File: src/design/mas_pkg.sv
`timescale 1ns / 1ps
`default_nettype none

package mas_pkg;

   localparam int SAMPLE_W   = 12;
   localparam int DUTY_W     = 16;
   localparam int STEP_W     = 8;
   localparam int HOLD_W     = 10;
   localparam int CSR_IDX_W  = 2;
   localparam int CSR_DATA_W = 16;

   localparam int WINDOW_DEF = 15;
   localparam int FULL_SCALE = 4095;

   // level * |span| stays below 2^28; floor(2^28 / 4095) leaves the quotient
   // at most one short, fixed by a single compare
   localparam int MAP_PROD_W  = SAMPLE_W + DUTY_W;
   localparam int MAP_RECIP_W = 17;
   localparam int MAP_REC_W   = MAP_PROD_W + MAP_RECIP_W;
   localparam logic [MAP_RECIP_W-1:0] MAP_RECIP =
      MAP_RECIP_W'((2 ** MAP_PROD_W) / FULL_SCALE);
   localparam logic [MAP_PROD_W-1:0] MAP_DIVISOR = MAP_PROD_W'(FULL_SCALE);

   // (d * 27) / 10 == (d * 27 * 52429) >> 19, exact for d below 256
   localparam int HOLD_MUL_W = 21;
   localparam int HOLD_SH    = 19;
   localparam logic [HOLD_MUL_W-1:0] HOLD_MUL = HOLD_MUL_W'(27 * 52429);

   localparam logic [DUTY_W-1:0] DUTY_ZERO_RST  = DUTY_W'(3800);
   localparam logic [DUTY_W-1:0] DUTY_FULL_RST  = DUTY_W'(1835);
   localparam logic [STEP_W-1:0] STEP_RST       = STEP_W'(8);
   localparam logic [HOLD_W-1:0] HOLD_LIM_RST   = HOLD_W'(15);
   localparam logic [DUTY_W-1:0] DUTY_MAX       = '1;

   typedef enum logic [CSR_IDX_W-1:0] {
      CSR_DUTY_ZERO = 2'd0,
      CSR_DUTY_FULL = 2'd1,
      CSR_STEP      = 2'd2,
      CSR_HOLD_LIM  = 2'd3
   } csr_idx_type;

   typedef struct packed {
      logic mul_en;
      logic recip_en;
      logic out_en;
   } map_ctl_type;

endpackage

`default_nettype wire

File: src/design/mas_cell.sv
`timescale 1ns / 1ps
`default_nettype none

module mas_cell (
   input  wire logic                          clock,
   input  wire logic                          reset,
   input  wire logic                          shift_en,
   input  wire logic [mas_pkg::SAMPLE_W-1:0]  tap_in,
   output logic      [mas_pkg::SAMPLE_W-1:0]  tap_out
);
   import mas_pkg::*;

   logic [SAMPLE_W-1:0] tap_ff;
   logic [SAMPLE_W-1:0] tap_in_w;

   assign tap_in_w = shift_en ? tap_in : tap_ff;
   assign tap_out  = tap_ff;

   always_ff @(posedge clock) begin
      if (reset) begin
         tap_ff <= '0;
      end else begin
         tap_ff <= tap_in_w;
      end
   end

endmodule

`default_nettype wire

File: src/design/mas_map.sv
`timescale 1ns / 1ps
`default_nettype none

// duty = lo + level * (hi - lo) / 4095, truncated toward zero, over three stages
module mas_map (
   input  wire logic                         clock,
   input  wire mas_pkg::map_ctl_type         ctl,
   input  wire logic [mas_pkg::SAMPLE_W-1:0] level,
   input  wire logic [mas_pkg::DUTY_W-1:0]   duty_lo,
   input  wire logic [mas_pkg::DUTY_W-1:0]   span_mag,
   input  wire logic                         span_neg,
   output logic      [mas_pkg::DUTY_W-1:0]   duty
);
   import mas_pkg::*;

   logic [MAP_PROD_W-1:0] prod_ff;
   logic [MAP_PROD_W-1:0] x_ff;
   logic [MAP_REC_W-1:0]  rec_ff;
   logic [DUTY_W-1:0]     duty_ff;

   logic [DUTY_W-1:0]     q0;
   logic [MAP_PROD_W-1:0] rem;
   logic [DUTY_W-1:0]     quot;
   logic [DUTY_W:0]       duty_in;

   always_comb begin
      // reciprocal is scaled by 2^28, so the quotient starts at bit 28
      q0   = rec_ff[MAP_PROD_W +: DUTY_W];
      rem  = x_ff - MAP_PROD_W'(q0 * MAP_DIVISOR);
      quot = q0 + DUTY_W'(rem >= MAP_DIVISOR);
      // result lies between lo and hi, so 16 bits hold it
      if (span_neg) begin
         duty_in = {1'b0, duty_lo} - {1'b0, quot};
      end else begin
         duty_in = {1'b0, duty_lo} + {1'b0, quot};
      end
   end

   always_ff @(posedge clock) begin
      if (ctl.mul_en) begin
         prod_ff <= MAP_PROD_W'(level * span_mag);
      end
      if (ctl.recip_en) begin
         rec_ff <= MAP_REC_W'(prod_ff * MAP_RECIP);
         x_ff   <= prod_ff;
      end
      if (ctl.out_en) begin
         duty_ff <= duty_in[DUTY_W-1:0];
      end
   end

   assign duty = duty_ff;

endmodule

`default_nettype wire

File: src/design/moving_average_servo_slew_limiter.sv
`timescale 1ns / 1ps
`default_nettype none

// Channel   Direction  Handshake          Payload
// req_      in         req_valid/stall    req_sample
// rsp_      out        rsp_valid/stall    pwm_duty, hold_ms, step_limited, filtered_level
// csr_      in         csr_valid/ready    csr_index, csr_data
//
// One request per cycle while rsp_stall does not hold back a full pipeline.
// The rate is set by the running-sum update, one add and subtract per cycle.
// Every stage holds its own valid bit: bubbles close up, so requests are taken
// while a result waits on rsp_stall until all seven stages are full.
// Reset clears the sample cells, running sum and previous level at once.
module moving_average_servo_slew_limiter #(
   parameter int WINDOW = mas_pkg::WINDOW_DEF
) (
   input  wire logic                            clock,
   input  wire logic                            reset,
   input  wire logic                            req_valid,
   output logic                                 req_stall,
   input  wire logic [mas_pkg::SAMPLE_W-1:0]    req_sample,
   output logic                                 rsp_valid,
   input  wire logic                            rsp_stall,
   output logic      [mas_pkg::DUTY_W-1:0]      rsp_pwm_duty,
   output logic      [mas_pkg::HOLD_W-1:0]      rsp_hold_ms,
   output logic                                 rsp_step_limited,
   output logic      [mas_pkg::SAMPLE_W-1:0]    rsp_filtered_level,
   input  wire logic                            csr_valid,
   output logic                                 csr_ready,
   input  wire logic [mas_pkg::CSR_IDX_W-1:0]   csr_index,
   input  wire logic [mas_pkg::CSR_DATA_W-1:0]  csr_data
);
   import mas_pkg::*;

   localparam int NSTAGE = 7;
   localparam int SUM_W  = $clog2(WINDOW * FULL_SCALE + 1);
   localparam logic [SUM_W-1:0]   WINDOW_C = SUM_W'(WINDOW);
   localparam logic [SUM_W-1:0]   DIV_M    = SUM_W'((2 ** SUM_W) / WINDOW);
   localparam logic [HOLD_W-1:0]  HOLD_UNLIM_MAX = HOLD_W'((255 * 27) / 10);

   // configuration
   logic [DUTY_W-1:0] duty_zero_ff;
   logic [DUTY_W-1:0] duty_full_ff;
   logic [STEP_W-1:0] step_ff;
   logic [HOLD_W-1:0] hold_lim_ff;

   assign csr_ready = 1'b1;

   always_ff @(posedge clock) begin
      if (reset) begin
         duty_zero_ff <= DUTY_ZERO_RST;
         duty_full_ff <= DUTY_FULL_RST;
         step_ff      <= STEP_RST;
         hold_lim_ff  <= HOLD_LIM_RST;
      end else if (csr_valid && csr_ready) begin
         unique case (csr_idx_type'(csr_index))
            CSR_DUTY_ZERO: duty_zero_ff <= csr_data;
            CSR_DUTY_FULL: duty_full_ff <= csr_data;
            CSR_STEP:      step_ff      <= csr_data[STEP_W-1:0];
            CSR_HOLD_LIM:  hold_lim_ff  <= csr_data[HOLD_W-1:0];
         endcase
      end
   end

   // stage flow control
   logic [NSTAGE:1] v_ff;
   logic [NSTAGE:1] v_in;
   logic [NSTAGE:1] free;
   logic [NSTAGE:1] go;

   always_comb begin
      free[NSTAGE] = !v_ff[NSTAGE] || !rsp_stall;
      for (int k = NSTAGE - 1; k >= 1; k--) begin
         free[k] = !v_ff[k] || free[k+1];
      end
      go[1]   = req_valid && free[1];
      v_in[1] = free[1] ? req_valid : v_ff[1];
      for (int k = 2; k <= NSTAGE; k++) begin
         go[k]   = v_ff[k-1] && free[k];
         v_in[k] = free[k] ? v_ff[k-1] : v_ff[k];
      end
   end

   always_ff @(posedge clock) begin
      if (reset) begin
         v_ff <= '0;
      end else begin
         v_ff <= v_in;
      end
   end

   assign req_stall = !free[1];

   // window: a row of cells shifting one place per request
   logic [SAMPLE_W-1:0] tap [WINDOW];

   genvar gi;
   generate
      for (gi = 0; gi < WINDOW; gi++) begin : g_cell
         if (gi == 0) begin : g_head
            mas_cell u_cell (
               .clock    (clock),
               .reset    (reset),
               .shift_en (go[1]),
               .tap_in   (req_sample),
               .tap_out  (tap[gi])
            );
         end else begin : g_body
            mas_cell u_cell (
               .clock    (clock),
               .reset    (reset),
               .shift_en (go[1]),
               .tap_in   (tap[gi-1]),
               .tap_out  (tap[gi])
            );
         end
      end
   endgenerate

   // stage 1: running sum
   logic [SUM_W-1:0] sum_ff;
   logic [SUM_W-1:0] sum_in;

   assign sum_in = go[1] ? (sum_ff - SUM_W'(tap[WINDOW-1]) + SUM_W'(req_sample)) : sum_ff;

   always_ff @(posedge clock) begin
      if (reset) begin
         sum_ff <= '0;
      end else begin
         sum_ff <= sum_in;
      end
   end

   // stage 2: sum times reciprocal of the window size
   logic [2*SUM_W-1:0] dprod2_ff;
   logic [SUM_W-1:0]   sum2_ff;

   always_ff @(posedge clock) begin
      if (go[2]) begin
         dprod2_ff <= (2*SUM_W)'(sum_ff * DIV_M);
         sum2_ff   <= sum_ff;
      end
   end

   // stage 3: quotient correction, previous level pairing
   logic [SUM_W-1:0]    q0_full;
   logic [SAMPLE_W-1:0] q0;
   logic [SUM_W-1:0]    drem;
   logic [SAMPLE_W-1:0] level_c;
   logic [SAMPLE_W-1:0] lvl3_ff;
   logic [SAMPLE_W-1:0] prv3_ff;
   logic [SAMPLE_W-1:0] last_ff;

   always_comb begin
      q0_full = dprod2_ff[2*SUM_W-1 -: SUM_W];
      q0      = q0_full[SAMPLE_W-1:0];
      drem    = sum2_ff - SUM_W'(q0 * WINDOW_C);
      level_c = q0 + SAMPLE_W'(drem >= WINDOW_C);
   end

   always_ff @(posedge clock) begin
      if (reset) begin
         last_ff <= '0;
      end else if (go[3]) begin
         last_ff <= level_c;
      end
   end

   always_ff @(posedge clock) begin
      if (go[3]) begin
         lvl3_ff <= level_c;
         prv3_ff <= last_ff;
      end
   end

   // stages 4 to 6: two mapping lanes
   logic              span_neg;
   logic [DUTY_W-1:0] span_mag;
   map_ctl_type       map_ctl;
   logic [DUTY_W-1:0] cur6;
   logic [DUTY_W-1:0] pre6;

   assign span_neg = duty_full_ff < duty_zero_ff;
   assign span_mag = span_neg ? (duty_zero_ff - duty_full_ff) : (duty_full_ff - duty_zero_ff);

   always_comb begin
      map_ctl.mul_en   = go[4];
      map_ctl.recip_en = go[5];
      map_ctl.out_en   = go[6];
   end

   mas_map u_map_cur (
      .clock    (clock),
      .ctl      (map_ctl),
      .level    (lvl3_ff),
      .duty_lo  (duty_zero_ff),
      .span_mag (span_mag),
      .span_neg (span_neg),
      .duty     (cur6)
   );

   mas_map u_map_pre (
      .clock    (clock),
      .ctl      (map_ctl),
      .level    (prv3_ff),
      .duty_lo  (duty_zero_ff),
      .span_mag (span_mag),
      .span_neg (span_neg),
      .duty     (pre6)
   );

   logic [SAMPLE_W-1:0] lvl4_ff;
   logic [SAMPLE_W-1:0] lvl5_ff;
   logic [SAMPLE_W-1:0] lvl6_ff;

   always_ff @(posedge clock) begin
      if (go[4]) begin
         lvl4_ff <= lvl3_ff;
      end
      if (go[5]) begin
         lvl5_ff <= lvl4_ff;
      end
      if (go[6]) begin
         lvl6_ff <= lvl5_ff;
      end
   end

   // stage 7: slew limit and output register
   logic signed [DUTY_W:0]        diff;
   logic [DUTY_W-1:0]             dmag;
   logic [HOLD_W+HOLD_SH-1:0]     hprod;
   logic [DUTY_W:0]               up_sum;
   logic signed [DUTY_W+1:0]      dn_sum;
   logic [DUTY_W-1:0]             duty_in;
   logic [HOLD_W-1:0]             hold_in;
   logic                          lim_in;

   logic [DUTY_W-1:0]   duty_ff;
   logic [HOLD_W-1:0]   hold_ff;
   logic                lim_ff;
   logic [SAMPLE_W-1:0] level_ff;

   always_comb begin
      diff   = $signed({1'b0, cur6}) - $signed({1'b0, pre6});
      dmag   = diff[DUTY_W] ? DUTY_W'(-diff) : diff[DUTY_W-1:0];
      // only used when dmag < step, so its low byte is the whole value
      hprod  = (HOLD_W+HOLD_SH)'(dmag[STEP_W-1:0] * HOLD_MUL);
      up_sum = {1'b0, pre6} + (DUTY_W+1)'(step_ff);
      dn_sum = $signed({2'b00, pre6}) - $signed((DUTY_W+2)'(step_ff));
      if (dmag < DUTY_W'(step_ff)) begin
         duty_in = cur6;
         hold_in = hprod[HOLD_W+HOLD_SH-1 -: HOLD_W];
         lim_in  = 1'b0;
      end else begin
         if (diff > 0) begin
            duty_in = up_sum[DUTY_W] ? DUTY_MAX : up_sum[DUTY_W-1:0];
         end else begin
            duty_in = dn_sum[DUTY_W+1] ? '0 : dn_sum[DUTY_W-1:0];
         end
         hold_in = hold_lim_ff;
         lim_in  = 1'b1;
      end
   end

   always_ff @(posedge clock) begin
      if (go[7]) begin
         duty_ff  <= duty_in;
         hold_ff  <= hold_in;
         lim_ff   <= lim_in;
         level_ff <= lvl6_ff;
      end
   end

   assign rsp_valid          = v_ff[NSTAGE];
   assign rsp_pwm_duty       = duty_ff;
   assign rsp_hold_ms        = hold_ff;
   assign rsp_step_limited   = lim_ff;
   assign rsp_filtered_level = level_ff;

`ifndef SYNTH
   a_unlim_hold_small: assert property (@(posedge clock) disable iff (reset)
      rsp_valid && !rsp_step_limited |-> rsp_hold_ms <= HOLD_UNLIM_MAX)
      else $error("unlimited hold time out of range");

   a_empty_head_ready: assert property (@(posedge clock) disable iff (reset)
      !v_ff[1] |-> !req_stall)
      else $error("request stalled with empty first stage");

   a_take_fills_head: assert property (@(posedge clock) disable iff (reset)
      go[1] |=> v_ff[1])
      else $error("taken request lost at first stage");

   a_prev_level_tracks: assert property (@(posedge clock) disable iff (reset)
      go[3] |=> last_ff == lvl3_ff)
      else $error("previous level not updated with current level");

   a_level_bounded: assert property (@(posedge clock) disable iff (reset)
      v_ff[1] |-> sum_ff <= SUM_W'(WINDOW * FULL_SCALE))
      else $error("running sum exceeds window full scale");
`endif

endmodule

`default_nettype wire

File: config.mk
export PLATFORM = sky130hd
export DESIGN_NAME = moving_average_servo_slew_limiter
export DESIGN_NICKNAME = d
export VERILOG_FILES = /design/src/design/mas_pkg.sv /design/src/design/mas_cell.sv /design/src/design/mas_map.sv /design/src/design/moving_average_servo_slew_limiter.sv
export SDC_FILE = /design/constraint.sdc
export NUM_CORES = 2
export LEC_CHECK = 0
export BUFFER_PORTS_ARGS = -buffer_cell sky130_fd_sc_hd__buf_2
export CAP_MARGIN = 20
export CORE_MARGIN = 1
export CORE_UTILIZATION = 30
export CTS_BUF_LIST = sky130_fd_sc_hd__clkbuf_8
export CTS_CLUSTER_SIZE = 20
export DETAILED_ROUTE_END_ITERATION = 7
export PLACE_DENSITY_LB_ADDON = 0.2
export SLEW_MARGIN = 20
export SYNTH_ARGS = -nofsm -noshare
export SYNTH_HDL_FRONTEND = slang
export SYNTH_SLANG_ARGS = --single-unit
export TNS_END_PERCENT = 10
File: constraint.sdc
create_clock -name clock -period 18.5 [get_ports clock]
set_clock_uncertainty 0.05 [all_clocks]
set_input_delay 3.7 -clock clock [delete_from_list [all_inputs] [get_ports clock]]
set_output_delay 3.7 -clock clock [all_outputs]
set_load 0.02 [all_outputs]
==> out/metrics.cfg <==
[status]
run_status = finished, violations left
failed_checks = design-rule violations

[cts]
clock_tree.htree_level_count = 3
cts_inserted_buffers = 104
clockRootBuffer = sky130_fd_sc_hd__clkbuf_8
post_cts_buffers = 0
cts.sink_count = 568
cts_hold_buf = 0
tritoncts = built
ctsResizeCount = 0
cts.reportedPaths.clkPinSlew_ps = 60
max-clock-path-buffers = 3
clock_latency_ps = 880

[finish]
final_nets = 7395
fillCellCount = 19500
layout-area-overhead-vs-synth_pct = 9.86
layout.cells.most_common = sky130_fd_sc_hd__inv_1
multi_input_area_sq_mm = 0.0380
sequential_cell_area_sq_mm = 0.0144
post_route_cells_drive_above_1_share = 0.0644
layout_common_cells = sky130_fd_sc_hd__inv_1, sky130_fd_sc_hd__nand2_1, sky130_fd_sc_hd__ha_1

[detailed_routing]
drc = 44
firstDrtPassIters = 8
num_vias = 39900
wl_per_cell_um = 16.4
drt-total-wl_mm = 141
via_per_inst = 4.62
detail-route-antenna-nets = 0
drtIter0Drc = 2034

[grt]
grt_pass1_wl_mm = 227
grt_util_all_layers = 0.148
antenna_violations_before_repair = 2
grt_pass1_vias = 41100
grt_max_degree = 110
congestion_overflow_gr = 0

[placement]
placement.io_buffers = 75
place_hpwl_mm = 109
gp_routability_congestion = 0.849

[yosys]
netlist_top_cells_area = sky130_fd_sc_hd__fa_1, sky130_fd_sc_hd__edfxtp_1, sky130_fd_sc_hd__ha_1
syn_area_per_cell_sq_um = 9.46
netlist.top_cell.by_area = sky130_fd_sc_hd__fa_1
sequential_cell_area_fraction_in_the_yosys_report = 0.254
ys_seq_elements = 568
netlist-cell-type-count = 85
ys_warn_count = 0
synth_nets = 7363
synthDominantCellAreaShare = 0.221
ys_dominant_reg_cell = sky130_fd_sc_hd__edfxtp_1
synth.cell_area_sq_mm = 0.0568
synthesis.instances = 6001
synth_edf_count = 303
synth_async_sr_flop_share = 0

[critical_path]
cp_data_arrival_time_ps = 11260
worstSetupStartpointType = flop
setup.worst_path.end_class = flop
path_max_fanout = 7
bufs_and_invs_on_worst_path = 4
critPathSlowestCell = sky130_fd_sc_hd__fa_1
worst_endpoint_required_time_ps = 19160
critPathMaxStageDelay_ps = 610
crit_top_cell = sky130_fd_sc_hd__fa_1
critPathKind = reg -> reg
critical-path-top-delay-family = compound AO/OA/AOI/OAI gates

[die]
cell_rows = 159
die_height_um = 437
design.die.area_sq_mm = 0.191
initial_core_util = 0.302
floorplan.die.width_um = 437
core_area_sq_mm = 0.188
floorplan.io_pins = 77

[sta]
final_tns_setup_ps = 0
transition_time_of_the_tightest_slew_check_pin_ps = 1070
number_of_setup_violations_in_the_final_report = 0
drv_slew = 0
report.final.hold_viol_count = 0
hold_ws_ps = 324
min_period_over_period = 0.573
layout_min_cycle_time_ps = 10600
timing.slew.headroom = 0.285
max_fclk_mhz = 94.4
unrepaired_setup_endpoints_after_global_routing = false

[flow_run]
timing.max_cap.violations = 0

[worst_hold_path]
min-delay-path-class = reg -> reg

metrics by stage:
| step | utilization | worst slack [ps] | instance area, sq um | instances |
|---|---|---|---|---|
| 2_1_floorplan | - | 6570 | 56800 | 6001 |
| 3_3_place_gp | 0.320 | 8060 | 60100 | 8421 |
| 3_5_place_dp | 0.320 | 7840 | 60100 | 8421 |
| 4_1_cts | 0.332 | 7900 | 62400 | 8615 |
| 5_1_grt | 0.332 | 7120 | 62400 | 8620 |
| 6_report | 0.332 | 7900 | 62400 | 8622 |
registers in the layout, indices dropped and copies added, names as in the netlist, 12 cells and up:
register                      flops
rsp_pwm_duty                     16
g_cell.g_head.u_cell.tap_out     12
u_map_cur.x_ff                   28
sum_ff                           16
lvl5_ff                          12
u_map_pre.prod_ff                28
duty_zero_ff                     16
rsp_filtered_level               12
lvl4_ff                          12
dprod2_ff                        12
prv3_ff                          12
u_map_pre.rec_ff                 16
lvl3_ff                          12
lvl6_ff                          12
duty_full_ff                     16
u_map_pre.x_ff                   28
sum2_ff                          16
u_map_cur.rec_ff                 16
u_map_cur.duty                   16
u_map_cur.prod_ff                28
g_cell.g_body.u_cell.tap_out    168
last_ff                          12
u_map_pre.duty                   16
layout make-up:
| class | count | share of cell area |
|---|---|---|
| clock buffer | 112 | 0.0247 |
| timing repair buffer | 123 | 0.0123 |
| multi-input combinational | 4201 | 0.608 |
| sequential | 568 | 0.231 |
| antenna | 6 | 0.000241 |
| clock inverter | 82 | 0.0112 |
| tap | 2495 | 0.0500 |
| inverter | 1035 | 0.0623 |
synth_stat cells (5+ instances only):
library cell / count
sky130_fd_sc_hd__a21o_1: 70
sky130_fd_sc_hd__a41oi_1: 5
sky130_fd_sc_hd__o21a_1: 30
sky130_fd_sc_hd__mux2_2: 57
sky130_fd_sc_hd__nand3_1: 62
sky130_fd_sc_hd__nor2_1: 202
sky130_fd_sc_hd__nand2_1: 851
sky130_fd_sc_hd__nor2b_1: 52
sky130_fd_sc_hd__edfxtp_1: 303
sky130_fd_sc_hd__a311oi_1: 5
sky130_fd_sc_hd__a21oi_1: 416
sky130_fd_sc_hd__a31o_2: 9
sky130_fd_sc_hd__inv_1: 1035
sky130_fd_sc_hd__and2_1: 114
sky130_fd_sc_hd__a211oi_1: 22
sky130_fd_sc_hd__a21boi_0: 11
sky130_fd_sc_hd__or2_2: 16
sky130_fd_sc_hd__o21bai_1: 44
sky130_fd_sc_hd__nand2b_1: 78
sky130_fd_sc_hd__o21ai_0: 113
sky130_fd_sc_hd__nand3b_1: 9
sky130_fd_sc_hd__o31ai_1: 15
sky130_fd_sc_hd__dfxtp_1: 265
sky130_fd_sc_hd__and3_1: 42
sky130_fd_sc_hd__or3_1: 22
sky130_fd_sc_hd__a211o_1: 19
sky130_fd_sc_hd__a2111oi_0: 15
sky130_fd_sc_hd__a31oi_1: 40
sky130_fd_sc_hd__xnor2_1: 205
sky130_fd_sc_hd__ha_1: 701
sky130_fd_sc_hd__clkbuf_1: 177
sky130_fd_sc_hd__xor2_1: 71
sky130_fd_sc_hd__fa_1: 626
sky130_fd_sc_hd__mux2i_1: 53
sky130_fd_sc_hd__nand4_1: 30
sky130_fd_sc_hd__buf_1: 14
sky130_fd_sc_hd__o2111ai_1: 13
sky130_fd_sc_hd__o211ai_1: 17
sky130_fd_sc_hd__nor3_1: 62
sky130_fd_sc_hd__nor4_1: 11
sky130_fd_sc_hd__a221oi_1: 11
sky130_fd_sc_hd__o22ai_1: 5
worst paths after layout:
path,start,end,slack [ps],cells past startpoint
worst max-delay path,u_map_pre.rec_ff[35],u_map_pre.duty[14],7900,38
worst max register to register,u_map_pre.rec_ff[35],u_map_pre.duty[14],7900,38
worst min register to register,lvl5_ff[5],lvl6_ff[5],320,0
worst min-delay path,lvl5_ff[5],lvl6_ff[5],320,0
metal layers:
metal  global-route usage  wire (um)  vias to the layer above
met3               0.0171       4010                      169
met5                    0          0                        -
li1                     -          -                    19600
met2                0.247      65800                      556
met1                0.204      68200                    19600
met4               0.0364       2920                        0
logic make-up (layout without fill, tap and decap cells):
group,after synthesis,after routing,share of synthesized area
adders and majority gates,1327,1327,0.375
other,1,7,0.0000660
AOI/OAI and AO/OA,908,908,0.0996
and+or+nand+nor,1576,1576,0.126
xor gates and xnor gates,276,276,0.0426
buffers and inverters,1232,1352,0.0818
DFF,568,568,0.254
muxes,113,113,0.0212
Power is left out: the tool's default activity adds up to more than one toggle a clock period on the data nets, which glitch-free logic cannot reach.
